--- src/hw/rtl/cea861_data_block_parser_defines.svh ---
// ----------------------------------------------------------------------------
// CEA-861 data block parser assertion macros
// Shared macros for the concurrent checks of the parser.
// ----------------------------------------------------------------------------
`ifndef CEA861_DATA_BLOCK_PARSER_DEFINES_SVH
`define CEA861_DATA_BLOCK_PARSER_DEFINES_SVH

// Same-cycle implication, disabled while reset is held.
`define CDBP_ASSERT_NOW(label, ante, cons, msg) \
    label: assert property (@(posedge i_clk) disable iff (!i_rst_n) \
        (ante) |-> (cons)) else $error(msg);

// Next-cycle implication, disabled while reset is held.
`define CDBP_ASSERT_NEXT(label, ante, cons, msg) \
    label: assert property (@(posedge i_clk) disable iff (!i_rst_n) \
        (ante) |=> (cons)) else $error(msg);

`endif

--- src/hw/rtl/cdbp_pkg.sv ---
// ----------------------------------------------------------------------------
// CEA-861 data block parser package
// Constants, data block tags and the summary record type.
// ----------------------------------------------------------------------------
package cdbp_pkg;

    localparam int MAX_SAD   = 16;
    localparam int SAD_SLOTS = 16;
    localparam int SAD_CAP   = (MAX_SAD < SAD_SLOTS) ? MAX_SAD : SAD_SLOTS;

    localparam logic [4:0] SAD_CAP_W = 5'(SAD_CAP);
    localparam logic [6:0] LAST_POS  = 7'd127;
    localparam logic [7:0] FIRST_HDR = 8'd4;

    // data block tags
    localparam logic [2:0] TAG_AUDIO   = 3'd1;
    localparam logic [2:0] TAG_VENDOR  = 3'd3;
    localparam logic [2:0] TAG_SPEAKER = 3'd4;

    // HDMI IEEE OUI, payload bytes 1 to 3
    localparam logic [7:0] OUI_B0 = 8'h03;
    localparam logic [7:0] OUI_B1 = 8'h0c;
    localparam logic [7:0] OUI_B2 = 8'h00;

    localparam logic [1:0] ELD_VER_2 = 2'd2;

    // result kinds
    localparam logic ITEM_SAD     = 1'b0;
    localparam logic ITEM_SUMMARY = 1'b1;

    typedef struct packed {
        logic [1:0]  eld_version;
        logic [7:0]  cea_revision;
        logic [4:0]  sad_total;
        logic [7:0]  speaker_alloc;
        logic [15:0] port_address;
        logic        supports_ai;
        logic [7:0]  audio_sync_delay;
        logic        stereo_3d;
    } t_record;

endpackage

--- src/hw/rtl/cea861_data_block_parser.sv ---
// ----------------------------------------------------------------------------
// CEA-861 data block parser
// Parses one EDID extension block a byte per transfer and reports the short
// audio descriptors and an HDMI summary record.
// ----------------------------------------------------------------------------
// Usage:
//   Input channel (i_in_valid / o_in_ready) carries one extension block byte
//   per transfer, byte 0 first; i_block_end marks the final byte.
//   Bytes are taken one per cycle outside a result run, whether or not the
//   output side is stalled, since no result exists until the end of the block.
//   The final byte starts a result run on the output channel
//   (o_out_valid / i_out_ready): min(sad_total, 16) descriptor items, then one
//   summary item with o_last high. The final byte's transfer sets the run flag,
//   which then loads the first item into the output register; with i_out_ready
//   held high, one item per cycle leaves the output register.
//   o_in_ready is low for the whole run; the parser state clears when the
//   summary is loaded, and input opens again on the next cycle.
//   Bytes past 127 are dropped until the end marker.
//   Reset (i_rst_n low, synchronous) clears the parse state and any run in
//   progress. A stalled receiver holds the current output item in place and
//   simply lengthens the run.
// ----------------------------------------------------------------------------
`include "cea861_data_block_parser_defines.svh"

module cea861_data_block_parser (
    input  logic        i_clk,
    input  logic        i_rst_n,
    input  logic        i_in_valid,
    output logic        o_in_ready,
    input  logic [7:0]  i_data_byte,
    input  logic        i_block_end,
    output logic        o_out_valid,
    input  logic        i_out_ready,
    output logic        o_item_kind,
    output logic [3:0]  o_sad_index,
    output logic [7:0]  o_sad_value,
    output logic [1:0]  o_eld_version,
    output logic [7:0]  o_cea_revision,
    output logic [4:0]  o_sad_total,
    output logic [7:0]  o_speaker_alloc,
    output logic [15:0] o_port_address,
    output logic        o_supports_ai,
    output logic [7:0]  o_audio_sync_delay,
    output logic        o_stereo_3d,
    output logic        o_last
);
    import cdbp_pkg::*;

    // parse state
    logic [6:0] r_byte_pos,    n_byte_pos;
    logic       r_full,        n_full;
    logic [7:0] r_timing_off,  n_timing_off;
    logic       r_plain_audio, n_plain_audio;
    logic [7:0] r_next_hdr,    n_next_hdr;
    logic [2:0] r_tag,         n_tag;
    logic [4:0] r_blk_len,     n_blk_len;
    logic [4:0] r_pay_off,     n_pay_off;
    logic       r_oui_ok,      n_oui_ok;
    logic [4:0] r_stereo_at,   n_stereo_at;
    t_record    r_rec,         n_rec;

    // descriptor store, no reset
    logic [7:0] r_sad [SAD_SLOTS];
    logic       w_sad_we;
    logic [3:0] w_sad_addr;

    // result run
    logic       r_emit, n_emit;
    logic [4:0] r_idx,  n_idx;
    logic [4:0] w_count;
    logic       w_load;
    logic       w_at_summary;
    logic       w_in_xfer;

    // output register
    logic       r_out_valid;
    logic       r_out_kind;
    logic [3:0] r_out_index;
    logic [7:0] r_out_value;
    t_record    r_out_rec;
    logic       r_out_last;

    // per-byte decode
    logic [7:0] w_pos8;
    logic [4:0] w_k;
    logic [4:0] w_k_m1;
    logic [4:0] w_stereo_new;
    logic [7:0] w_b;

    assign o_in_ready   = !r_emit;
    assign w_in_xfer    = i_in_valid && o_in_ready;
    assign w_count      = (r_rec.sad_total > SAD_CAP_W) ? SAD_CAP_W : r_rec.sad_total;
    assign w_load       = r_emit && (!r_out_valid || i_out_ready);
    assign w_at_summary = (r_idx >= w_count);

    assign w_b          = i_data_byte;
    assign w_pos8       = {1'b0, r_byte_pos};
    assign w_k          = r_pay_off + 5'd1;
    assign w_k_m1       = r_pay_off;
    assign w_sad_addr   = w_k_m1[3:0];
    assign w_stereo_new = w_b[5] ? (5'd9 + {3'b000, w_b[7], 1'b0} + {3'b000, w_b[6], 1'b0})
                                 : 5'd0;

    always_comb begin
        n_byte_pos    = r_byte_pos;
        n_full        = r_full;
        n_timing_off  = r_timing_off;
        n_plain_audio = r_plain_audio;
        n_next_hdr    = r_next_hdr;
        n_tag         = r_tag;
        n_blk_len     = r_blk_len;
        n_pay_off     = r_pay_off;
        n_oui_ok      = r_oui_ok;
        n_stereo_at   = r_stereo_at;
        n_rec         = r_rec;
        n_emit        = r_emit;
        n_idx         = r_idx;
        w_sad_we      = 1'b0;

        if (w_in_xfer && !r_full) begin
            if (r_byte_pos == 7'd0) begin
                n_rec.eld_version = (w_b <= 8'd3) ? ELD_VER_2 : 2'd0;
            end else if (r_byte_pos == 7'd1) begin
                n_rec.cea_revision = w_b;
            end else if (r_byte_pos == 7'd2) begin
                n_timing_off = w_b;
            end else if (r_byte_pos == 7'd3) begin
                n_plain_audio = w_b[6];
            end else if (w_pos8 == r_next_hdr) begin
                // header: take it only below the detailed-timing offset
                if (w_pos8 < r_timing_off) begin
                    n_tag       = w_b[7:5];
                    n_blk_len   = w_b[4:0];
                    n_pay_off   = 5'd0;
                    n_oui_ok    = 1'b0;
                    n_stereo_at = 5'd0;
                    n_next_hdr  = w_pos8 + {3'b000, w_b[4:0]} + 8'd1;
                    if (w_b[7:5] == TAG_AUDIO) begin
                        n_rec.sad_total = w_b[4:0];
                        if (r_plain_audio) begin
                            n_rec.speaker_alloc = 8'd1;
                        end
                    end
                end
            end else if (w_pos8 < r_next_hdr) begin
                n_pay_off = w_k;
                if (w_k != 5'd0 && w_k <= r_blk_len) begin
                    case (r_tag)
                        TAG_AUDIO: begin
                            w_sad_we = (w_k_m1 < SAD_CAP_W);
                        end
                        TAG_SPEAKER: begin
                            if (w_k == 5'd1) begin
                                n_rec.speaker_alloc = w_b;
                            end
                        end
                        TAG_VENDOR: begin
                            if (w_k == 5'd1) begin
                                n_oui_ok = (w_b == OUI_B0);
                            end else if (w_k == 5'd2) begin
                                n_oui_ok = r_oui_ok && (w_b == OUI_B1);
                            end else if (w_k == 5'd3) begin
                                n_oui_ok = r_oui_ok && (w_b == OUI_B2);
                            end else if (r_oui_ok) begin
                                if (w_k == 5'd4) begin
                                    n_rec.port_address[15:8] = w_b;
                                end else if (w_k == 5'd5) begin
                                    n_rec.port_address[7:0] = w_b;
                                end else if (w_k == 5'd6) begin
                                    n_rec.supports_ai = w_b[7];
                                end else if (w_k == 5'd8) begin
                                    n_stereo_at = w_stereo_new;
                                end
                                if (w_k == 5'd10) begin
                                    n_rec.audio_sync_delay = w_b;
                                end
                                // a fresh check position never equals byte 8
                                if (r_stereo_at != 5'd0 && w_k == r_stereo_at && w_b[7]) begin
                                    n_rec.stereo_3d = 1'b1;
                                end
                            end
                        end
                        default: begin
                        end
                    endcase
                end
            end

            if (r_byte_pos >= LAST_POS) begin
                n_full = 1'b1;
            end else begin
                n_byte_pos = r_byte_pos + 7'd1;
            end
        end

        if (w_in_xfer && i_block_end) begin
            n_emit = 1'b1;
            n_idx  = 5'd0;
        end

        if (w_load) begin
            if (w_at_summary) begin
                // summary leaves: return the parser to its reset state
                n_emit        = 1'b0;
                n_idx         = 5'd0;
                n_byte_pos    = 7'd0;
                n_full        = 1'b0;
                n_timing_off  = 8'd0;
                n_plain_audio = 1'b0;
                n_next_hdr    = FIRST_HDR;
                n_tag         = 3'd0;
                n_blk_len     = 5'd0;
                n_pay_off     = 5'd0;
                n_oui_ok      = 1'b0;
                n_stereo_at   = 5'd0;
                n_rec         = '0;
            end else begin
                n_idx = r_idx + 5'd1;
            end
        end
    end

    always_ff @(posedge i_clk) begin
        if (!i_rst_n) begin
            r_byte_pos    <= 7'd0;
            r_full        <= 1'b0;
            r_timing_off  <= 8'd0;
            r_plain_audio <= 1'b0;
            r_next_hdr    <= FIRST_HDR;
            r_tag         <= 3'd0;
            r_blk_len     <= 5'd0;
            r_pay_off     <= 5'd0;
            r_oui_ok      <= 1'b0;
            r_stereo_at   <= 5'd0;
            r_rec         <= '0;
            r_emit        <= 1'b0;
            r_idx         <= 5'd0;
        end else begin
            r_byte_pos    <= n_byte_pos;
            r_full        <= n_full;
            r_timing_off  <= n_timing_off;
            r_plain_audio <= n_plain_audio;
            r_next_hdr    <= n_next_hdr;
            r_tag         <= n_tag;
            r_blk_len     <= n_blk_len;
            r_pay_off     <= n_pay_off;
            r_oui_ok      <= n_oui_ok;
            r_stereo_at   <= n_stereo_at;
            r_rec         <= n_rec;
            r_emit        <= n_emit;
            r_idx         <= n_idx;
        end
    end

    always_ff @(posedge i_clk) begin
        if (w_sad_we) begin
            r_sad[w_sad_addr] <= w_b;
        end
    end

    // output register
    always_ff @(posedge i_clk) begin
        if (!i_rst_n) begin
            r_out_valid <= 1'b0;
        end else if (w_load) begin
            r_out_valid <= 1'b1;
        end else if (i_out_ready) begin
            r_out_valid <= 1'b0;
        end
    end

    always_ff @(posedge i_clk) begin
        if (w_load) begin
            if (w_at_summary) begin
                r_out_kind  <= ITEM_SUMMARY;
                r_out_index <= 4'd0;
                r_out_value <= 8'd0;
                r_out_rec   <= r_rec;
                r_out_last  <= 1'b1;
            end else begin
                r_out_kind  <= ITEM_SAD;
                r_out_index <= r_idx[3:0];
                r_out_value <= r_sad[r_idx[3:0]];
                r_out_rec   <= '0;
                r_out_last  <= 1'b0;
            end
        end
    end

    assign o_out_valid        = r_out_valid;
    assign o_item_kind        = r_out_kind;
    assign o_sad_index        = r_out_index;
    assign o_sad_value        = r_out_value;
    assign o_eld_version      = r_out_rec.eld_version;
    assign o_cea_revision     = r_out_rec.cea_revision;
    assign o_sad_total        = r_out_rec.sad_total;
    assign o_speaker_alloc    = r_out_rec.speaker_alloc;
    assign o_port_address     = r_out_rec.port_address;
    assign o_supports_ai      = r_out_rec.supports_ai;
    assign o_audio_sync_delay = r_out_rec.audio_sync_delay;
    assign o_stereo_3d        = r_out_rec.stereo_3d;
    assign o_last             = r_out_last;

    // end marker must open a result run
    `CDBP_ASSERT_NEXT(a_end_starts_run, w_in_xfer && i_block_end, r_emit && r_idx == 5'd0, "end marker did not start a result run")
    // summary load must return the parser to its start state
    `CDBP_ASSERT_NEXT(a_summary_clears, w_load && w_at_summary, !r_emit && r_byte_pos == 7'd0 && r_rec == '0, "parser state not cleared after summary")
    // a pending descriptor item lies within the descriptor count
    `CDBP_ASSERT_NOW(a_sad_in_range, r_out_valid && r_out_kind == ITEM_SAD, r_emit && 5'(r_out_index) < w_count, "descriptor index beyond count")

endmodule

--- config.mk ---
export PLATFORM = sky130hd
export DESIGN_NAME = cea861_data_block_parser
export DESIGN_NICKNAME = d
export VERILOG_FILES = /design/src/hw/rtl/cdbp_pkg.sv /design/src/hw/rtl/cea861_data_block_parser.sv
export VERILOG_INCLUDE_DIRS = /design/src /design/src/hw/rtl
export SDC_FILE = /design/constraint.sdc
export NUM_CORES = 1
export LEC_CHECK = 0
export ABC_AREA = 1
export BUFFER_PORTS_ARGS = -buffer_cell sky130_fd_sc_hd__buf_2
export CORE_UTILIZATION = 60
export CTS_CLUSTER_SIZE = 12
export DETAILED_ROUTE_END_ITERATION = 10
export PLACE_DENSITY = 0.79
export SLEW_MARGIN = 25
export SYNTH_ARGS = -nofsm -noshare
export SYNTH_HDL_FRONTEND = slang
export SYNTH_SLANG_ARGS = --single-unit
--- constraint.sdc ---
create_clock -name i_clk -period 3.3 [get_ports i_clk]
set_input_delay 0.66 -clock i_clk [delete_from_list [all_inputs] [get_ports i_clk]]
set_output_delay 0.66 -clock i_clk [all_outputs]
set_load 0.005 [all_outputs]
After elaboration in Yosys (flattened, before gate mapping) --
Memories as Yosys holds them, arrays and structs flattened. A register that Yosys moved wholly into a read port is not among the register bits. Index checks and enable logic that the tools add are counted.
Word-level totals: output and inout bits 65, memories 1, bits in writable memories 128, register bits after elaboration 154, input bits 13
Memories:
- r_sad | depth 16, bits a word 8, rd ports 1, clocked after Yosys merged registers in 1, write ports 1, RTL line cea861_data_block_parser.sv:63 | logic [7:0] r_sad [SAD_SLOTS];
Operators by class: reduce and logical (&&, ||, !) cells 19, muxes and demuxes 147, equal/unequal tests 19, $add $sub $neg 7, order comparisons 8
Operators by type and width (number):
- $mux W5 | 45
- $mux W8 | 23
- $mux W26 | 6
- $mux W49 | 3
- $mux W39 | 3
- $mux W34 | 2
- $mux W47 | 1
- $mux W1 | 46
- $mux W7 | 4
- $mux W3 | 9
- $mux W13 | 2
- $lt A7 B8 Y1 | 2
- $eq A5 B3 Y1 const B | 3
- $eq A7 B2 Y1 const B | 2
- $add A5 B1 Y5 const B | 2
- $eq A5 B2 Y1 const B | 2
- $eq A5 B4 Y1 const B | 2
- $reduce_bool A5 Y1 | 2
- $logic_and A1 B1 Y1 | 9
- $mux W9 | 1
- $add A7 B5 Y8 | 1
- $add A8 B1 Y8 const B | 1
- $eq A7 B8 Y1 | 1
- $eq A8 B2 Y1 const B | 1
- other kinds (22) | 27

Depth between registers and ports, before layout --
Gate-level depths: netlist of the first run.
depth in word-level cells 22, mapped depth 17

Worst setup path before layout of the first run --
Ideal clock, no wire load.
path type input-to-reg, start point input port i_out_ready, end point register r_rec[39] in the netlist's numbering, path slack 244 ps, arrival 2922 ps, stages 8, setup time 134 ps, cells stage by stage inv_1 > nand2_1 > nand2_1 > inv_1 > a21oi_2 > inv_2 > clkbuf_1 > a211oi_1
Between the ends: longest elaborated chain between the ends 3
RTL lines:
- from (decl) | RTL line cea861_data_block_parser.sv:33 | input logic i_out_ready,
- $logic_or A1 B1 Y1 | RTL line cea861_data_block_parser.sv:93 | assign w_load = r_emit && (!r_out_valid || i_out_ready);
- $logic_and A1 B1 Y1 | RTL line cea861_data_block_parser.sv:93
- named net w_load | RTL line cea861_data_block_parser.sv:71 | logic w_load;
- $mux W49 | RTL line cea861_data_block_parser.sv:201 | if (w_load) begin
- to (signal assigned) | RTL line cea861_data_block_parser.sv:249 | r_rec <= n_rec;
- to (decl) | RTL line cea861_data_block_parser.sv:60 | t_record r_rec, n_rec;
The timed path passes the listed nets, and every way through them passes these cells. A chain may end at the register's enable or synchronous reset.

Worst setup path in the final report of the first run --
start point register r_pay_off[1], end point memory r_sad[8][7] (enable)
Between the ends: longest elaborated chain between the ends 13, elaborated cells between the ends (all ways) 16, those cells by class add/sub (1); order compare (2); mux (11); reduce/logical (2)
RTL lines:
- from (decl) | RTL line cea861_data_block_parser.sv:57 | logic [4:0] r_pay_off, n_pay_off;
- from (signal assigned) | RTL line cea861_data_block_parser.sv:246 | r_pay_off <= n_pay_off;
- $add A5 B1 Y5 | RTL line cea861_data_block_parser.sv:98 | assign w_k = r_pay_off + 5'd1;
- $le A5 B5 Y1 or $reduce_bool A5 Y1 (tied branches) | RTL line cea861_data_block_parser.sv:147 | if (w_k != 5'd0 && w_k <= r_blk_len) begin
- $logic_and A1 B1 Y1 | RTL line cea861_data_block_parser.sv:147
- $mux W1 | RTL line cea861_data_block_parser.sv:147
- $mux W1 | RTL line cea861_data_block_parser.sv:145 | end else if (w_pos8 < r_next_hdr) begin
- $mux W1 | RTL line cea861_data_block_parser.sv:129 | end else if (w_pos8 == r_next_hdr) begin
- $mux W1 | RTL line cea861_data_block_parser.sv:127 | end else if (r_byte_pos == 7'd3) begin
- $mux W1 | RTL line cea861_data_block_parser.sv:125 | end else if (r_byte_pos == 7'd2) begin
- $mux W1 | RTL line cea861_data_block_parser.sv:123 | end else if (r_byte_pos == 7'd1) begin
- $mux W1 | RTL line cea861_data_block_parser.sv:121 | if (r_byte_pos == 7'd0) begin
- $mux W1 | RTL line cea861_data_block_parser.sv:120 | if (w_in_xfer && !r_full) begin
- $mux W1 | RTL line cea861_data_block_parser.sv:256 | if (w_sad_we) begin
- $mux W1 (implied by the code) | RTL line cea861_data_block_parser.sv:257 | r_sad[w_sad_addr] <= w_b;
- to (decl) | RTL line cea861_data_block_parser.sv:63
Several ways; a longest one is shown, not always the timed one.

==> results.tsv, run 1 <==
metric	value	unit
cp-end-kind	flop	
crit_path_frequent_cell	nand2_1	
setup_viol	0	
start_kind	flop	
crit_path_cell_trace	ha_2 > nand3_1 > nand2_1 > nand2_4 > ha_1 > nand2_1 > nor2_1 > nand2_1 > nand2_1 > nand4_4 > nor2_8 > nand3_1 > nor2_1 > buf_4	
finalHoldViolations	0	
firstDrtPassIters	7	
dp.cells	1607	
num_io_pins	78	
max_slew_margin	33.9	%
place_congestion	0.963	
cts_setup_buffers	0	
drive_gt1_share	14.2	%
numCtsBuffers	29	
overflow	0	
critPathArrivalTime	3.26	ns
max_stage_delay	0.43	ns
crit_fanout	8	
p_leak	5.59	nW
post-route-period-util	91.5	%
p_int	5.82	mW
drv_cap	0	
synth_top_area_share	44.8	%
coreArea	20600	um2
yosys-top-cells-count	226 x nor2_1, 190 x edfxtp_1, 141 x nand2_1	
synth_cell_types	48	
antenna_found_initial	0	
routed_wl	30700	um
via_per_inst	5.77	
clk_latency	0.55	ns
drc_errors	0	
pwr_density_cell	514	nW/um2
rows	52	
fmax	331	MHz
crit_type	reg2reg	
dp_hpwl	19800	um
die_y	148	um
cts_root_buf	clkbuf_16	
cts_hold_buf	0	
clockBufferDepth	3	
power.switching	1.61	mW
clk_pin_slew_worst_paths	0.06	ns
cts.sinks	290	
ant_nets	0	
fin_util	70.2	%
fin_setup_tns	0	ns
syn_area_per_cell	10.0	um2
synth_most_common_cell	nor2_1	
netlist_area	12700	um2
worst_hold_slack	0.396	ns
clkPwrFrac	41.7	%
routedWlPerCell	18.5	um
layout.cells.non_filler	1660	
cp_data_required_time	3.54	ns
seqPwrFrac	52.9	%
synthCells	1273	
fin_skew	0.0215	ns
rsz0062_at_grt	false	
p_sw_share	21.6	%
ir_drop	346	uV
synth-seq-cells	290	
crit_family	simple AND/OR/NAND/NOR gates	
grt_start_max_net_pins	69	
drtIter0Drc	1022	
synth_edf_count	190	
fin_nets	1422	
vias	9578	
ys_seq_area_share	60.5	%
n_antenna_cell	0	
slew_violations	0	
synthFlopType	edfxtp_1	
crit_slowest_cell	dfxtp_1	
htreeDepth	1	
grt_pass1_vias	9129	
area_growth	13.3	%
min_path_type	in2reg	
nFillCells	1545	
grtUsageTotal	28.7	%
status	completed	
synth_nets	1327	
ys_top_cells_by_area	edfxtp_1 45%, dfxtp_1 16%, nor2_1 6.7%	
die-width	148	um
start_util	62.0	%
yosysTopAreaCell	edfxtp_1	
p_comb_share	5.4	%
finalCriticalPeriod	3.02	ns
worstMarginPinSlew	0.991	ns
synthArstFlopShare	0	%
yosysWarnings	0	
port_buffers	77	
critPathBufInv	1	
grt_pass1_wl	48200	um
die_area	21800	um2
cts_tree	done	
[cells in the final DEF, fill, tap and decap left out, drive strengths merged]
cell type	count
xor2	11
nand4	13
nor2	240
ha	40
o21ai	115
buf	120
a31oi	2
fa	1
o21a	2
bufinv	1
edfxtp	190
or2	1
inv	141
o22ai	9
clkinv	4
nand3	46
a21o	1
nor3	16
a21oi	69
nor4	6
dfxtp	100
xnor2	3
nand2	150
o211ai	9
a211oi	21
o221ai	23
nand3b	2
o2111ai	1
o31ai	2
clkbuf	51
[metrics by stage]
step	setup slack, ns	area [um2]	power [mW]
after floorplan	0.244	12700	4.23
after detailed placement	0.299	13500	4.40
final	0.282	14400	7.43
after CTS	0.227	14400	7.45
after global routing	0.0236	14400	7.65
after global placement	0.375	13500	4.39
[logic make-up after synthesis]
family / count (synthesis) / share of synthesized area [%]
AND/OR/NAND/NOR: 474 / 16.6
flip-flops: 290 / 60.5
AO/OA/AOI/OAI: 254 / 11.5
XOR/XNOR: 14 / 1.11
buffers and inverters: 200 / 6.23
adder cells (fa/ha/maj): 41 / 4.08
[metal layers]
metal | wire, um | GRT usage [%] | vias up
met5 | 0 | 0 | -
met4 | 782 | 9.95 | 0
met3 | 3110 | 6.05 | 66
met2 | 14400 | 46.1 | 531
met1 | 12400 | 38.8 | 4448
li1 | - | - | 4533
[state kept, by name (all words and copies together), names as in the netlist, 2 cells and up]
register	flops
r_pay_off	5
r_timing_off	8
o_port_address	16
r_stereo_at	5
o_eld_version	2
r_rec	49
r_next_hdr	8
r_sad	128
r_blk_len	5
o_audio_sync_delay	8
r_byte_pos	7
o_sad_value	8
r_idx	5
o_speaker_alloc	8
r_tag	3
o_sad_total	5
o_sad_index	4
o_cea_revision	8
[power by group through the flow]
stage / Combinational (mW) / Clock (mW) / Sequential [mW]
after global placement: 0.383 / 0 / 4.01
after global routing: 0.436 / 3.28 / 3.93
final: 0.398 / 3.10 / 3.93
after CTS: 0.394 / 3.12 / 3.93
after floorplan: 0.217 / 0 / 4.02
after detailed placement: 0.392 / 0 / 4.01
[area by class of cell]
class | instances | area [um2] | share of cell area, %
clock buffers | 51 | 848 | 5.87
clock inverters | 2 | 35.0 | 0.243
inverters | 144 | 541 | 3.74
multi-input cells | 783 | 4260 | 29.5
flip-flops and latches | 290 | 7710 | 53.4
well taps | 270 | 338 | 2.34
repair buffers | 120 | 708 | 4.90
[final timing paths]
kind / from / endpoint / slack (ns) / cells past startpoint
setup / recovery: r_pay_off[1]$_SDFF_PN0_ / r_sad[8][7]$_DFFE_PP_ / 0.28 / 14
setup reg to reg: r_pay_off[1]$_SDFF_PN0_ / r_sad[8][7]$_DFFE_PP_ / 0.28 / 14
hold reg to reg: r_rec[47]$_SDFF_PN0_ / r_rec[47]$_SDFF_PN0_ / 0.45 / 2
hold / removal: i_rst_n / r_idx[0]$_SDFFE_PN0P_ / 0.40 / 3
[worst min-delay path: cells and delay by family]
family | cells | cell delay (ns)
buffers and inverters | 1 | 0.12
AOI/OAI and AO/OA | 2 | 0.11
[repair_timing]
item	in CTS	in global routing
gates resized for setup	0	2
endpoints found under the hold margin	0	0
setup endpoints to repair	0	99
Power figures use the tool's default switching activity.
==> run 2, diff against run 1 <==
- CTS_CLUSTER_SIZE: 12 -> 28
- PLACE_DENSITY: 0.79 -> 0.78
==> run 2 against run 1 <==
Net effect: clock-buffer cell count fell by 12; register-to-register slack worse by 0.05 ns; worst hold slack worse by 0.022 ns; utilization grew 0.89 points; worst setup slack worse by 0.050 ns; maximum frequency shrank 1.6%; total power grew 7.0%; highest routed layer unchanged.
==> results.tsv, run 2 (same netlist as run 1, synthesis figures left out) <==
metric	value	unit	change
status	completed		unchanged
dp_hpwl	19700	um	was 19800 um
num_io_pins	78		unchanged
firstDrtPassIters	6		was 7
fin_util	71.1	%	was 70.2%
die_area	21800	um2	unchanged
routedWlPerCell	18.3	um	was 18.5 um
dp_slack	0.281	ns	was 0.299 ns
fin_nets	1421		was 1422
via_per_inst	5.77		about the same
p_comb_share	5.0	%	was 5.4%
n_antenna_cell	0		unchanged
routed_wl	30400	um	was 30700 um
finalHoldViolations	0		unchanged
fin_skew	0.0146	ns	was 0.0215 ns
rsz0062_at_grt	false		unchanged
overflow	0		unchanged
place_congestion	0.898		was 0.963
grt_pass1_wl	48200	um	about the same
reg2reg_from	r_pay_off[1]$_SDFF_PN0_		unchanged
min_path_type	in2reg		unchanged
drtIter0Drc	1136		was 1022
crit_fanout	8		unchanged
crit_type	reg2reg		unchanged
numCtsBuffers	30		was 29
pwr_density_cell	544	nW/um2	was 514 nW/um2
p_int	6.28	mW	was 5.82 mW
setup_viol	0		unchanged
hold_path_end	r_idx[0]$_SDFFE_PN0P_		unchanged
area_growth	14.7	%	was 13.3%
antenna_found_initial	0		unchanged
finalCriticalPeriod	3.07	ns	was 3.02 ns
seqPwrFrac	49.5	%	was 52.9%
port_buffers	77		unchanged
final_cell_mix	226 x nor2_1, 190 x edfxtp_1, 141 x nand2_1		unchanged
clkPwrFrac	45.6	%	was 41.7%
place_area	13500	um2	about the same
die_y	148	um	unchanged
reg2regPathDepth	14		unchanged
cp-end-kind	flop		unchanged
ir_drop	412	uV	was 346 uV
drv_cap	0		unchanged
power	7.95	mW	was 7.43 mW
power.switching	1.67	mW	was 1.61 mW
critPathArrivalTime	3.31	ns	was 3.26 ns
clk_latency	0.55	ns	about the same
clockBufferDepth	3		unchanged
p_sw_share	21.0	%	was 21.6%
regMostFlops	r_sad		unchanged
fmax	326	MHz	was 331 MHz
clk_pin_slew_worst_paths	0.06	ns	about the same
start_util	62.0	%	unchanged
grt_pass1_vias	9156		was 9129
layout.cells.non_filler	1660		unchanged
htreeDepth	1		unchanged
coreArea	20600	um2	unchanged
ant_nets	0		unchanged
grtUsageTotal	28.6	%	was 28.7%
grt_start_max_net_pins	69		unchanged
slew_violations	0		unchanged
final_common_cell	nor2_1		unchanged
cts.sinks	290		unchanged
worstMarginPinSlew	0.962	ns	was 0.991 ns
start_kind	flop		unchanged
cts_hold_buf	0		unchanged
cts_root_buf	clkbuf_16		unchanged
cts.repair.resized	0		unchanged
rrSetupSlack	0.23	ns	was 0.28 ns
drc_errors	0		unchanged
cts_setup_buffers	0		unchanged
cp_data_required_time	3.55	ns	was 3.54 ns
vias	9585		was 9578
final_area	14600	um2	was 14400 um2
hold_start	i_rst_n		unchanged
drive_gt1_share	14.9	%	was 14.2%
dp.cells	1605		was 1607
hold_depth	3		unchanged
rows	52		unchanged
p_leak	5.68	nW	was 5.59 nW
post-route-period-util	93.0	%	was 91.5%
cts_tree	done		unchanged
die-width	148	um	unchanged
timing.final.ws_setup	0.232	ns	was 0.282 ns
worst_hold_slack	0.374	ns	was 0.396 ns
largest_register_ffs	128		unchanged
max_slew_margin	35.8	%	was 33.9%
r2r-end	r_sad[8][0]$_DFFE_PP_		was r_sad[8][7]$_DFFE_PP_
fin_setup_tns	0	ns	unchanged
==> run 2: cell types whose count changed in the layout (fill, tap and decap cells not counted), moves of 2 or more <==
cell        change
bufinv_16       +5
clkinv_1        +2
clkbuf_1       -13
clkbuf_16       +2
clkinvlp_4      +3
clkinv_2        +3
buf_4           -3
==> run 2: how the worst max path moves through the flow <==
| stage | startpoint | end |
|---|---|---|
| floorplan | i_out_ready | r_rec[39]$_SDFF_PN0_ |
| finish | r_pay_off[1]$_SDFF_PN0_ | r_sad[8][0]$_DFFE_PP_ |
| global route | r_pay_off[1]$_SDFF_PN0_ | r_sad[5][3]$_DFFE_PP_ |
| CTS | r_pay_off[1]$_SDFF_PN0_ | r_sad[5][2]$_DFFE_PP_ |
| global placement | r_pay_off[1]$_SDFF_PN0_ | r_sad[5][3]$_DFFE_PP_ |
| detailed placement | r_pay_off[1]$_SDFF_PN0_ | r_sad[13][1]$_DFFE_PP_ |
==> run 2: layout make-up <==
cell class / instances / area (um2)
timing repair buffer: 118 / 706
fill: 1486 / 5940
clock buffer: 39 / 836
sequential: 290 / 7710
multi-input combinational: 783 / 4250
clock inverter: 16 / 241
inverter: 144 / 541
tap: 270 / 338
==> run 2: critical path, stage by stage, from the launching register on <==
cell     delay (ns)
dfxtp_1        0.41
ha_1           0.34
nand3_1        0.13
nand2_1        0.13
nand2_4        0.10
ha_1           0.31
nand2_1        0.07
nor2_1         0.15
nand2_1        0.07
nand2_1        0.12
nand4_4        0.14
nor2_8         0.17
nand3_1        0.24
nor2_1         0.19
buf_4          0.19
==> run 2: routing by layer <==
layer	vias up	share of wire [%]	wire length [um]	global-route usage (%)
met1	4514	41	12500	39.6
met4	0	2.9	877	9.79
met5	-	0	0	0
met3	70	9.4	2850	4.66
met2	467	47	14200	45.9
li1	4534	-	-	-
==> run 2: power by group through the flow <==
stage                     logic, mW  registers [mW]  clock network [mW]
after floorplan               0.217            4.02                   0
after global placement        0.386            4.01                   0
after detailed placement      0.392            4.01                   0
after CTS                     0.395            3.93                3.66
after global routing          0.437            3.93                3.79
final                         0.397            3.93                3.62
